<file path="config.mk">
export PLATFORM = sky130hd
export DESIGN_NAME = multichannel_switch_debouncer_core
export DESIGN_NICKNAME = d
export VERILOG_FILES = /design/src/msd_pkg.sv /design/src/msd_lane.sv /design/src/msd_merge.sv /design/src/multichannel_switch_debouncer_core.sv
export VERILOG_INCLUDE_DIRS = /design/src /design/src/src
export SDC_FILE = /design/constraint.sdc
export NUM_CORES = 1
export LEC_CHECK = 0
export BUFFER_PORTS_ARGS = -buffer_cell sky130_fd_sc_hd__buf_2
export CAP_MARGIN = 20
export CORE_MARGIN = 10
export CORE_UTILIZATION = 50
export DETAILED_ROUTE_END_ITERATION = 12
export PLACE_DENSITY = 0.76
export SYNTH_ARGS = -nofsm -noshare
export SYNTH_HDL_FRONTEND = slang
export SYNTH_SLANG_ARGS = --single-unit
</file>
<file path="constraint.sdc">
create_clock -name clk -period 8 [get_ports clk]
set_clock_uncertainty 0.15 [all_clocks]
set_input_delay 0.8 -clock clk [delete_from_list [all_inputs] [get_ports clk]]
set_output_delay 0.8 -clock clk [all_outputs]
set_load 0.01 [all_outputs]
</file>
<file path="src/multichannel_switch_debouncer_core_macros.svh">
// Assertion macros for the switch debouncer bank.
`ifndef MULTICHANNEL_SWITCH_DEBOUNCER_CORE_MACROS_SVH
`define MULTICHANNEL_SWITCH_DEBOUNCER_CORE_MACROS_SVH
`ifndef SYNTHESIS
`define MSD_ASSERT_SAME(label, clk, rst_n, ante, cons) \
	label: assert property (@(posedge clk) disable iff (!rst_n) (ante) |-> (cons)) \
		else $error("debouncer check failed");
`define MSD_ASSERT_NEXT(label, clk, rst_n, ante, cons) \
	label: assert property (@(posedge clk) disable iff (!rst_n) (ante) |=> (cons)) \
		else $error("debouncer check failed");
`else
`define MSD_ASSERT_SAME(label, clk, rst_n, ante, cons)
`define MSD_ASSERT_NEXT(label, clk, rst_n, ante, cons)
`endif
`endif

</file>
<file path="src/msd_pkg.sv">
// Types and constants shared by the switch debouncer bank.
`timescale 1ns / 1ps
package msd_pkg;

	localparam int CHANNELS = 12;
	localparam int BANK_W   = 12;
	localparam int CNT_W    = 8;
	localparam int IDX_W    = 4;
	localparam int CFG_W    = 8;
	localparam int CFG_IDX_W = 2;

	localparam logic [CNT_W-1:0] MAX_COUNT_RST   = 8'd20;
	localparam logic [CNT_W-1:0] PRESS_THR_RST   = 8'd20;
	localparam logic [CNT_W-1:0] RELEASE_THR_RST = 8'd0;

	typedef enum logic {
		OP_TICK = 1'b0,
		OP_TAKE = 1'b1
	} opcode_t;

	typedef enum logic [CFG_IDX_W-1:0] {
		REG_MAX_COUNT   = 2'd0,
		REG_PRESS_THR   = 2'd1,
		REG_RELEASE_THR = 2'd2
	} reg_idx_t;

	typedef struct packed {
		opcode_t            opcode;
		logic [BANK_W-1:0]  raw_bits;
		logic [IDX_W-1:0]   channel_index;
	} in_item_t;

	typedef struct packed {
		logic [BANK_W-1:0]  pressed_bits;
		logic [BANK_W-1:0]  changed_bits;
		logic               press_taken;
	} out_item_t;

	typedef struct packed {
		logic [CNT_W-1:0] max_count;
		logic [CNT_W-1:0] press_threshold;
		logic [CNT_W-1:0] release_threshold;
	} cfg_t;

	// Per-lane control for one accepted transaction.
	typedef struct packed {
		logic tick;
		logic take;
		logic raw;
	} lane_ctl_t;

	// What one lane reports for the transaction in flight.
	typedef struct packed {
		logic pressed;
		logic changed;
		logic taken;
	} lane_res_t;

endpackage

</file>
<file path="src/msd_lane.sv">
// One debouncer channel: saturating integrator, hysteresis state and press latch.
`timescale 1ns / 1ps
module msd_lane (
	input  logic              clk,
	input  logic              arst_n,
	input  msd_pkg::cfg_t     cfg,
	input  msd_pkg::lane_ctl_t ctl,
	output msd_pkg::lane_res_t res
);
	import msd_pkg::*;

	logic [CNT_W-1:0] count_q;
	logic             state_q;
	logic             latch_q;
	logic [CNT_W-1:0] count_next;
	logic             state_next;
	logic             rise;

	always_comb begin
		count_next = count_q;
		if (ctl.raw) begin
			if (count_q < cfg.max_count) begin
				count_next = count_q + 8'd1;
			end
		end else if (count_q != '0) begin
			count_next = count_q - 8'd1;
		end
	end

	// The thresholds are judged against the count after this tick's step.
	always_comb begin
		rise       = 1'b0;
		state_next = state_q;
		if (ctl.tick) begin
			if (!state_q && (count_next >= cfg.press_threshold)) begin
				rise       = 1'b1;
				state_next = 1'b1;
			end else if (state_q && (count_next <= cfg.release_threshold)) begin
				state_next = 1'b0;
			end
		end
	end

	always_ff @(posedge clk or negedge arst_n) begin
		if (!arst_n) begin
			count_q <= '0;
			state_q <= 1'b0;
			latch_q <= 1'b0;
		end else begin
			if (ctl.tick) begin
				count_q <= count_next;
				state_q <= state_next;
			end
			if (rise) begin
				latch_q <= 1'b1;
			end else if (ctl.take) begin
				latch_q <= 1'b0;
			end
		end
	end

	assign res.pressed = state_next;
	assign res.changed = state_next ^ state_q;
	assign res.taken   = ctl.take & latch_q;

endmodule

</file>
<file path="src/msd_merge.sv">
// Gathers the lane results into one result transaction and holds it in the output register.
`timescale 1ns / 1ps
module msd_merge (
	input  logic                 clk,
	input  logic                 arst_n,
	input  logic                 in_fire,
	input  msd_pkg::lane_res_t   lane_res [msd_pkg::CHANNELS],
	output logic                 in_stall,
	output logic                 out_valid,
	input  logic                 out_stall,
	output msd_pkg::out_item_t   out_data
);
	import msd_pkg::*;

	logic      out_valid_q;
	out_item_t out_data_q;
	out_item_t merged;

	always_comb begin
		merged = '0;
		for (int i = 0; i < CHANNELS; i++) begin
			merged.pressed_bits[i] = lane_res[i].pressed;
			merged.changed_bits[i] = lane_res[i].changed;
			merged.press_taken     = merged.press_taken | lane_res[i].taken;
		end
	end

	// A new transaction may enter whenever the held result is leaving or absent.
	assign in_stall = out_valid_q & out_stall;

	always_ff @(posedge clk or negedge arst_n) begin
		if (!arst_n) begin
			out_valid_q <= 1'b0;
		end else begin
			out_valid_q <= in_fire | (out_valid_q & out_stall);
		end
	end

	always_ff @(posedge clk) begin
		if (in_fire) begin
			out_data_q <= merged;
		end
	end

	assign out_valid = out_valid_q;
	assign out_data  = out_data_q;

endmodule

</file>
<file path="src/multichannel_switch_debouncer_core.sv">
// Top level of the multichannel switch debouncer bank.
`timescale 1ns / 1ps
// Twelve switch debouncers update side by side, one lane per channel, from each
// tick transaction; a take transaction returns and clears one channel's press
// latch. One transaction is accepted every clock cycle unless a waiting result is
// stalled, and its result appears in the output register in the next cycle. The
// merging stage's output register holds that result, and each lane steps its
// counter as a tick transaction is accepted. The block accepts while its result
// waits, provided the waiting result is being taken in the same cycle.
// Configuration writes take effect on the next transaction; a write to an index
// above two is ignored.
`include "multichannel_switch_debouncer_core_macros.svh"
module multichannel_switch_debouncer_core (
	input  logic                              clk,
	input  logic                              arst_n,
	input  logic                              in_valid,
	output logic                              in_stall,
	input  msd_pkg::in_item_t                 in_data,
	output logic                              out_valid,
	input  logic                              out_stall,
	output msd_pkg::out_item_t                out_data,
	input  logic                              cfg_we,
	input  logic [msd_pkg::CFG_IDX_W-1:0]     cfg_index,
	input  logic [msd_pkg::CFG_W-1:0]         cfg_data
);
	import msd_pkg::*;

	localparam logic [IDX_W-1:0] CHAN_LIMIT = IDX_W'(CHANNELS);

	cfg_t      cfg_q;
	logic      in_fire;
	logic      take_fire;
	lane_ctl_t lane_ctl [CHANNELS];
	lane_res_t lane_res [CHANNELS];

	always_ff @(posedge clk or negedge arst_n) begin
		if (!arst_n) begin
			cfg_q.max_count         <= MAX_COUNT_RST;
			cfg_q.press_threshold   <= PRESS_THR_RST;
			cfg_q.release_threshold <= RELEASE_THR_RST;
		end else if (cfg_we) begin
			case (reg_idx_t'(cfg_index))
				REG_MAX_COUNT:   cfg_q.max_count         <= cfg_data;
				REG_PRESS_THR:   cfg_q.press_threshold   <= cfg_data;
				REG_RELEASE_THR: cfg_q.release_threshold <= cfg_data;
				default: ;
			endcase
		end
	end

	assign in_fire   = in_valid & ~in_stall;
	assign take_fire = in_fire & (in_data.opcode == OP_TAKE);

	for (genvar g = 0; g < CHANNELS; g++) begin : g_lane
		localparam logic [IDX_W-1:0] LANE_ID = IDX_W'(g);

		assign lane_ctl[g].tick = in_fire & (in_data.opcode == OP_TICK);
		assign lane_ctl[g].take = take_fire & (in_data.channel_index == LANE_ID);
		assign lane_ctl[g].raw  = in_data.raw_bits[g];

		msd_lane u_lane (
			.clk    (clk),
			.arst_n (arst_n),
			.cfg    (cfg_q),
			.ctl    (lane_ctl[g]),
			.res    (lane_res[g])
		);
	end

	msd_merge u_merge (
		.clk       (clk),
		.arst_n    (arst_n),
		.in_fire   (in_fire),
		.lane_res  (lane_res),
		.in_stall  (in_stall),
		.out_valid (out_valid),
		.out_stall (out_stall),
		.out_data  (out_data)
	);

	// A take transaction never reports a change of debounced state.
	`MSD_ASSERT_NEXT(a_take_no_change, clk, arst_n, take_fire, out_data.changed_bits == '0)
	// A take of a channel beyond the bank returns nothing.
	`MSD_ASSERT_NEXT(a_take_out_of_range, clk, arst_n, take_fire && (in_data.channel_index >= CHAN_LIMIT), !out_data.press_taken)
	// A latched press is only ever returned on a take, never alongside a change.
	`MSD_ASSERT_SAME(a_taken_only_on_take, clk, arst_n, out_valid && out_data.press_taken, out_data.changed_bits == '0)

endmodule
</file>
==> run metrics, run 1 <==
outcome finished, final reports clean; final non-filler cell total 2,611; final worst path period share 61.5%; antenna violations before repair 3; total power draw 5.97 mW; clock tree from TritonCTS built; worst min path class in -> async; total vias in the final route 17,207; hold-fix buffers at CTS 0; # port buffers 58; largest incremental delay on the critical path 0.71 ns; CP Max Fanout 13; portion of total power attributed to the clock network 14.0%; dominant delay contributor by cell family on the critical path compound AO/OA/AOI/OAI gates; number of violations reported at the end of detailed-routing iteration 0 2,080; die boundary height 209 µm; signed area change from the synthesized netlist to the final layout 5.75%; post-synthesis net count 2,489; worst slew pin tran 1.19 ns; register bit total from synthesis 170; critical path capture point type flop; Clock transition at path regs 0.08 ns; portion of synthesized cell area occupied by the leading cell type 21.3%; mean routed wirelength per cell 20.7 µm; mean area per synthesized cell 8.34 µm²; worst path arrival time 4.98 ns; number of flops mapped to enable cells by yosys 25; maximum ir drop on the vdd rail 0.184 mV; depth of the worst register-to-register path 15; Placed Cells 2,576; wire length of the first global-routing pass 85.3 mm; # Max-Cap Violations 0; Critical Path Source Type flop; logic gate share of total power 58.0%; maximum operating frequency 0.203 GHz; Num Clock Sinks 170; std cell rows 69; Syn Std Cell Area 17,900 µm²; Slowest cell on crit path sky130_fd_sc_hd__a211oi_1; initial core utilization 50.6%; final max-slew violation count 0; proportion of synthesized chip area in sequential cells 24.4%; Static Leak 8.24 nW; setup tns final 0 ns; remaining antenna violation count after routing 0; total setup violations reported at the end of the flow 0; area taken by flip-flops and latches 4380 µm²; pin count of the biggest net entering global routing 131; sequential fraction of design power 27.9%; logic depth of the worst path, buffers included 15; Synth Warn # 0; area of the die 43,900 µm²; number of instances in the synthesized netlist 2,152; Gates resized, CTS repair 0; crit path cell chain inv_1 > ha_1 > a211oi_1 > nor2_1 > a211oi_1 > nand4_1 > xor2_1 > a21oi_1 > ha_1 > a21o_1 > a21oi_1 > o31ai_1 > nand4_1 > and3_1 > a21bo_2; area leader, netlist sky130_fd_sc_hd__ha_1; Async S/R FF share, synth 85.3%; Die X-Extent 209 µm; number of filler cells placed in the layout 3,247; cell-internal power 3.04 mW; Vias per Instance 6.59; net switching power of the design 2.94 mW; buffers from clock root to sink, at most 2; multi-input gate area in the final layout 12,700 µm²; post-synthesis cell type count 83; clk_lat worst skew 0.47 ns; worst slew margin relative to its limit 20.5%; # IOs 59; Crit path required time 8.07 ns; Power Density 315 nW/µm²; number of buffers and inverters on the critical path 1; remaining global-route overflow 0; Main synth FF type sky130_fd_sc_hd__dfrtp_1; final estimated routing congestion in global placement 0.948; number of nets in the layout 2,472; detailed-route wire length 53.9 mm; final hold violations 0; fraction of final layout cells sized beyond drive strength 1 7.26%; Max H-tree Level 4; drt pass-1 iters 6; cell at the root of the clock tree sky130_fd_sc_hd__clkbuf_16; overall routing resource usage 23.9%; Setup Crit Path Kind reg -> reg; Setup Fix Bufs, Post-CTS 0; DRC 0; switching fraction of total power 49.2%; vias in the first global route 16,181; RSZ-0062 raised after global routing no; leading cell types by total area after synthesis sky130_fd_sc_hd__ha_1 (21%), sky130_fd_sc_hd__dfrtp_1 (20%), sky130_fd_sc_hd__a21oi_1 (5.1%); minimum clock period 4.92 ns; number of CTS-inserted buffers 17; Detail Placement HPWL 36.9 mm; area of the core 35,500 µm²
registers in the layout, summed over array words and instances, names as in the netlist:
| register | flops |
|---|---|
| g_lane.u_lane.latch_q | 12 |
| cfg_q | 24 |
| u_merge.out_valid | 1 |
| g_lane.u_lane.state_q | 12 |
| g_lane.u_lane.count_q | 96 |
| u_merge.out_data | 25 |
kinds of logic (layout without fill, tap and decap cells):
| group | count (synthesis) | count (layout) | synth area share [%] |
|---|---|---|---|
| muxes | 56 | 56 | 3.39 |
| buffers and inverters | 191 | 187 | 4.55 |
| AOI/OAI and AO/OA | 681 | 681 | 24.5 |
| adders and majority gates | 305 | 305 | 21.3 |
| DFF | 170 | 170 | 24.4 |
| xor gates and xnor gates | 45 | 45 | 2.20 |
| and+or+nand+nor | 704 | 704 | 19.6 |
| other | 0 | 2 | 0 |
power groups by stage:
| stage | clock network, mW | logic [mW] | registers [mW] |
|---|---|---|---|
| 2_1_floorplan | 0 | 2.73 | 1.39 |
| 3_3_place_gp | 0 | 3.22 | 1.65 |
| 3_5_place_dp | 0 | 3.39 | 1.66 |
| 4_1_cts | 0.848 | 3.42 | 1.65 |
| 5_1_grt | 0.884 | 3.94 | 1.71 |
| 6_report | 0.839 | 3.46 | 1.67 |
path summary, 6_finish.rpt:
path / slack [ns] / endpoint / from
min in group clk: 0.36 / cfg_q[4] / cfg_q[4]
worst max register to register: 3.08 / u_merge.out_data[11] / cfg_q[21]
max in group asynchronous: 5.76 / g_lane[11].u_lane.count_q[2] / arst_n
worst min-delay path: 0.1 / g_lane[1].u_lane.count_q[1] / arst_n
worst min register to register: 0.36 / cfg_q[4] / cfg_q[4]
worst max-delay path: 3.08 / u_merge.out_data[11] / cfg_q[21]
per-layer routing:
metal,wire length (µm),track usage (%)
met5,20,0
met4,2650,12.1
met3,3920,4.26
met2,24600,38.8
met1,22800,29.8
layout make-up:
cell class,instances,area share (%)
tap,461,3.04
clock inverter,12,0.613
inverter,89,1.76
multi-input combinational,1791,67.2
timing repair buffer,66,1.97
clock buffer,20,2.30
antenna,2,0.0264
sequential,170,23.1
cell usage in the layout (no fill, tap or decap), types with 17 or more instances in the layout:
master                        n
sky130_fd_sc_hd__nor3_1      55
sky130_fd_sc_hd__o21ai_0    153
sky130_fd_sc_hd__nand2b_1    36
sky130_fd_sc_hd__and3_1      44
sky130_fd_sc_hd__o31ai_1     39
sky130_fd_sc_hd__edfxtp_1    25
sky130_fd_sc_hd__a21o_1      27
sky130_fd_sc_hd__dfrtp_1    141
sky130_fd_sc_hd__inv_1       89
sky130_fd_sc_hd__o211ai_1    24
sky130_fd_sc_hd__nor4_1      26
sky130_fd_sc_hd__a21oi_1    182
sky130_fd_sc_hd__mux2i_1     27
sky130_fd_sc_hd__ha_1       305
sky130_fd_sc_hd__clkbuf_16   17
sky130_fd_sc_hd__nor2_1     165
sky130_fd_sc_hd__nor2b_1     30
sky130_fd_sc_hd__nand2_1    154
sky130_fd_sc_hd__xnor2_1     34
sky130_fd_sc_hd__mux2_2      28
sky130_fd_sc_hd__a211oi_1    39
sky130_fd_sc_hd__nand3_1     78
sky130_fd_sc_hd__a31oi_1     36
sky130_fd_sc_hd__nor3b_1     17
sky130_fd_sc_hd__nand4_1     38
sky130_fd_sc_hd__buf_2       57
stage by stage:
step           instance area, µm²  setup slack [ns]  utilization, %  hold WS [ns]
2_1_floorplan               17900              4.05               -         0.312
3_3_place_gp                18400              3.29            51.9         0.336
3_5_place_dp                18400              3.16            51.9         0.343
4_1_cts                     19000              3.11            53.4         0.107
5_1_grt                     19000              2.78            53.5         0.126
6_report                    19000              3.08            53.5        0.0973
synthesized netlist by cell type (all sizes together) (15+ instances only):
cell and number:
dfrtp 141, o211ai 24, a211oi 39, nand2 154, o21ai 154, nor3 55
mux2 28, nor2b 30, a31oi 36, nand3 78, nor2 165, nor4 27
xnor2 34, nor3b 17, mux2i 27, inv 89, o22ai 15, nand2b 36
and2 15, or3 15, and3 45, edfxtp 25, clkbuf 97, o31ai 39
a21oi 183, ha 305, nand4 38, a21o 27
No activity file was read; power rests on OpenSTA's default activity.
==> run 2, diff against run 1 <==
PLACE_DENSITY = 0.79   (was 0.76)
clock period = 4.16 ns   (was 8 ns; I/O delays follow)
==> run metrics, run 2 (same netlist as run 1, synthesis figures left out) <==
final hold violations 0; buffers from clock root to sink, at most 2; number of filler cells placed in the layout 3,163; Vias per Instance 6.47; Critical Path Source Type flop; detailed-route wire length 54.7 mm; number of flip-flops under the largest register name 96; Placed Cells 2,665; fraction of final layout cells sized beyond drive strength 1 13.3%; crit path cell chain inv_1 > buf_4 > ha_1 > a211oi_1 > o21ai_0 > a21oi_1 > buf_4 > nor2_1 > a21oi_1 > o221ai_1 > ha_1 > nand3_1 > nor2_1 > nor4_1 > o31ai_1 > a21oi_2 > o21ai_0; wire length of the first global-routing pass 87.6 mm; maximum ir drop on the vdd rail 0.381 mV; reg-to-reg slack, setup 0.1 ns; Power Density 606 nW/µm²; hold path start in_valid; vias in the first global route 16,798; worst slew margin relative to its limit 31.7%; # port buffers 58; highest routed layer met5; number of violations reported at the end of detailed-routing iteration 0 1,789; Critical path origin cfg_q[20]; antenna violations before repair 3; Crit path required time 4.24 ns; mean routed wirelength per cell 20.2 µm; final worst path period share 97.7%; register name with the most flops g_lane.u_lane.count_q; crit path to u_merge.out_data[23]; depth of the worst register-to-register path 17; worst-case setup margin in the final layout 0.0972 ns; CP Max Fanout 11; clock tree from TritonCTS built; number of nets in the layout 2,568; worst slew pin tran 1.02 ns; initial core utilization 50.6%; Slowest cell on crit path sky130_fd_sc_hd__dfstp_2; final estimated routing congestion in global placement 0.969; total vias in the final route 17,510; final max-slew violation count 0; DR WL met3 4.24 mm; die boundary height 209 µm; worst path arrival time 4.14 ns; number of CTS-inserted buffers 17; Num Clock Sinks 170; overall routing resource usage 24.3%; area of the core 35,500 µm²; Static Leak 8.74 nW; outcome finished, final reports clean; pin count of the biggest net entering global routing 131; minimum clock period 4.06 ns; most common cell after layout, fill and taps aside sky130_fd_sc_hd__ha_1; remaining global-route overflow 0; multi-input gate area in the final layout 12,900 µm²; Die X-Extent 209 µm; Detail Placement HPWL 39.2 mm; highest-count cells in the layout ignoring fill and taps sky130_fd_sc_hd__ha_1 (305), sky130_fd_sc_hd__a21oi_1 (170), sky130_fd_sc_hd__nor2_1 (164), sky130_fd_sc_hd__nand2_1 (154), sky130_fd_sc_hd__dfrtp_1 (141); maximum operating frequency 0.246 GHz; met2 routed wirelength 25.1 mm; Clock transition at path regs 0.07 ns; worst min path class in -> reg; critical path capture point type flop; DRC 0; total setup violations reported at the end of the flow 0; area of the die 43,900 µm²; signed area change from the synthesized netlist to the final layout 11.4%; Setup Crit Path Kind reg -> reg; std cell rows 69; area taken by flip-flops and latches 4380 µm²; largest incremental delay on the critical path 0.52 ns; Max H-tree Level 4; # IOs 59; # Max-Cap Violations 0; drt pass-1 iters 6; final non-filler cell total 2,707; end of the worst register-to-register path u_merge.out_data[23]; Met1 Wirelength 22.9 mm; cell at the root of the clock tree sky130_fd_sc_hd__clkbuf_16; remaining antenna violation count after routing 0; worst reg2reg path startpoint cfg_q[20]; worst setup timing slack at the placement stage 0.0281 ns; clk_lat worst skew 0.47 ns
run 2: area by class of cell:
class / count / share of cell area [%]
Sequential cell: 170 / 21.9
Tap cell: 461 / 2.89
Multi-Input combinational cell: 1791 / 64.8
Inverter: 89 / 1.69
Timing Repair Buffer: 162 / 5.72
Clock inverter: 15 / 0.826
Clock buffer: 17 / 2.13
Antenna cell: 2 / 0.0250
run 2: metrics by stage:
stage	area, µm²	setup TNS (ns)	power, mW	hold WS, ns	utilization (%)
floorplan	17900	0	7.93	-0.0296	-
global placement	19100	0	9.65	0.337	53.9
detailed placement	19100	0	10.0	0.343	53.9
CTS	19700	0	11.8	0.0380	55.6
global route	20000	-0.113	13.2	0.0719	56.3
finish	20000	0	12.1	0.0593	56.3
run 2: worst min-delay path by stage:
stage	endpoint	cells after the start	slack (ns)
after floorplan	cfg_q[0]	0	-0.03
after detailed placement	cfg_q[6]	1	0.34
after global routing	u_merge.out_valid	2	0.07
after CTS	u_merge.out_valid	2	0.04
final	u_merge.out_valid	2	0.06
after global placement	cfg_q[9]	1	0.34
run 2: per-layer routing:
metal | vias to the layer above | GRT usage (%)
met5 | - | 0
met4 | 2 | 11.6
met3 | 164 | 5.03
met2 | 724 | 38.9
met1 | 8313 | 30.7
li1 | 8307 | -
run 2: where the power goes:
group | internal [mW] | total (mW) | switching, mW
Clock | 0.895 | 1.69 | 0.791
Combinational | 3.15 | 7.35 | 4.20
Sequential | 2.23 | 3.08 | 0.852
Total | 6.27 | 12.1 | 5.84
run 2: timing repair:
action,4_1_cts,5_1_grt
endpoints found under the hold margin,67,0
gates resized for setup,0,66
hold buffers,1,0
setup buffers,0,7
endpoints found under the setup margin,0,43
run 2: worst max-delay path: cells and delay by family, from the launching register on:
| family | cells | cell delay (ns) |
|---|---|---|
| flops | 1 | 0.52 |
| buf+inv | 3 | 0.57 |
| fa+ha+maj | 2 | 0.53 |
| simple gates | 4 | 0.32 |
| compound gates | 8 | 1.75 |
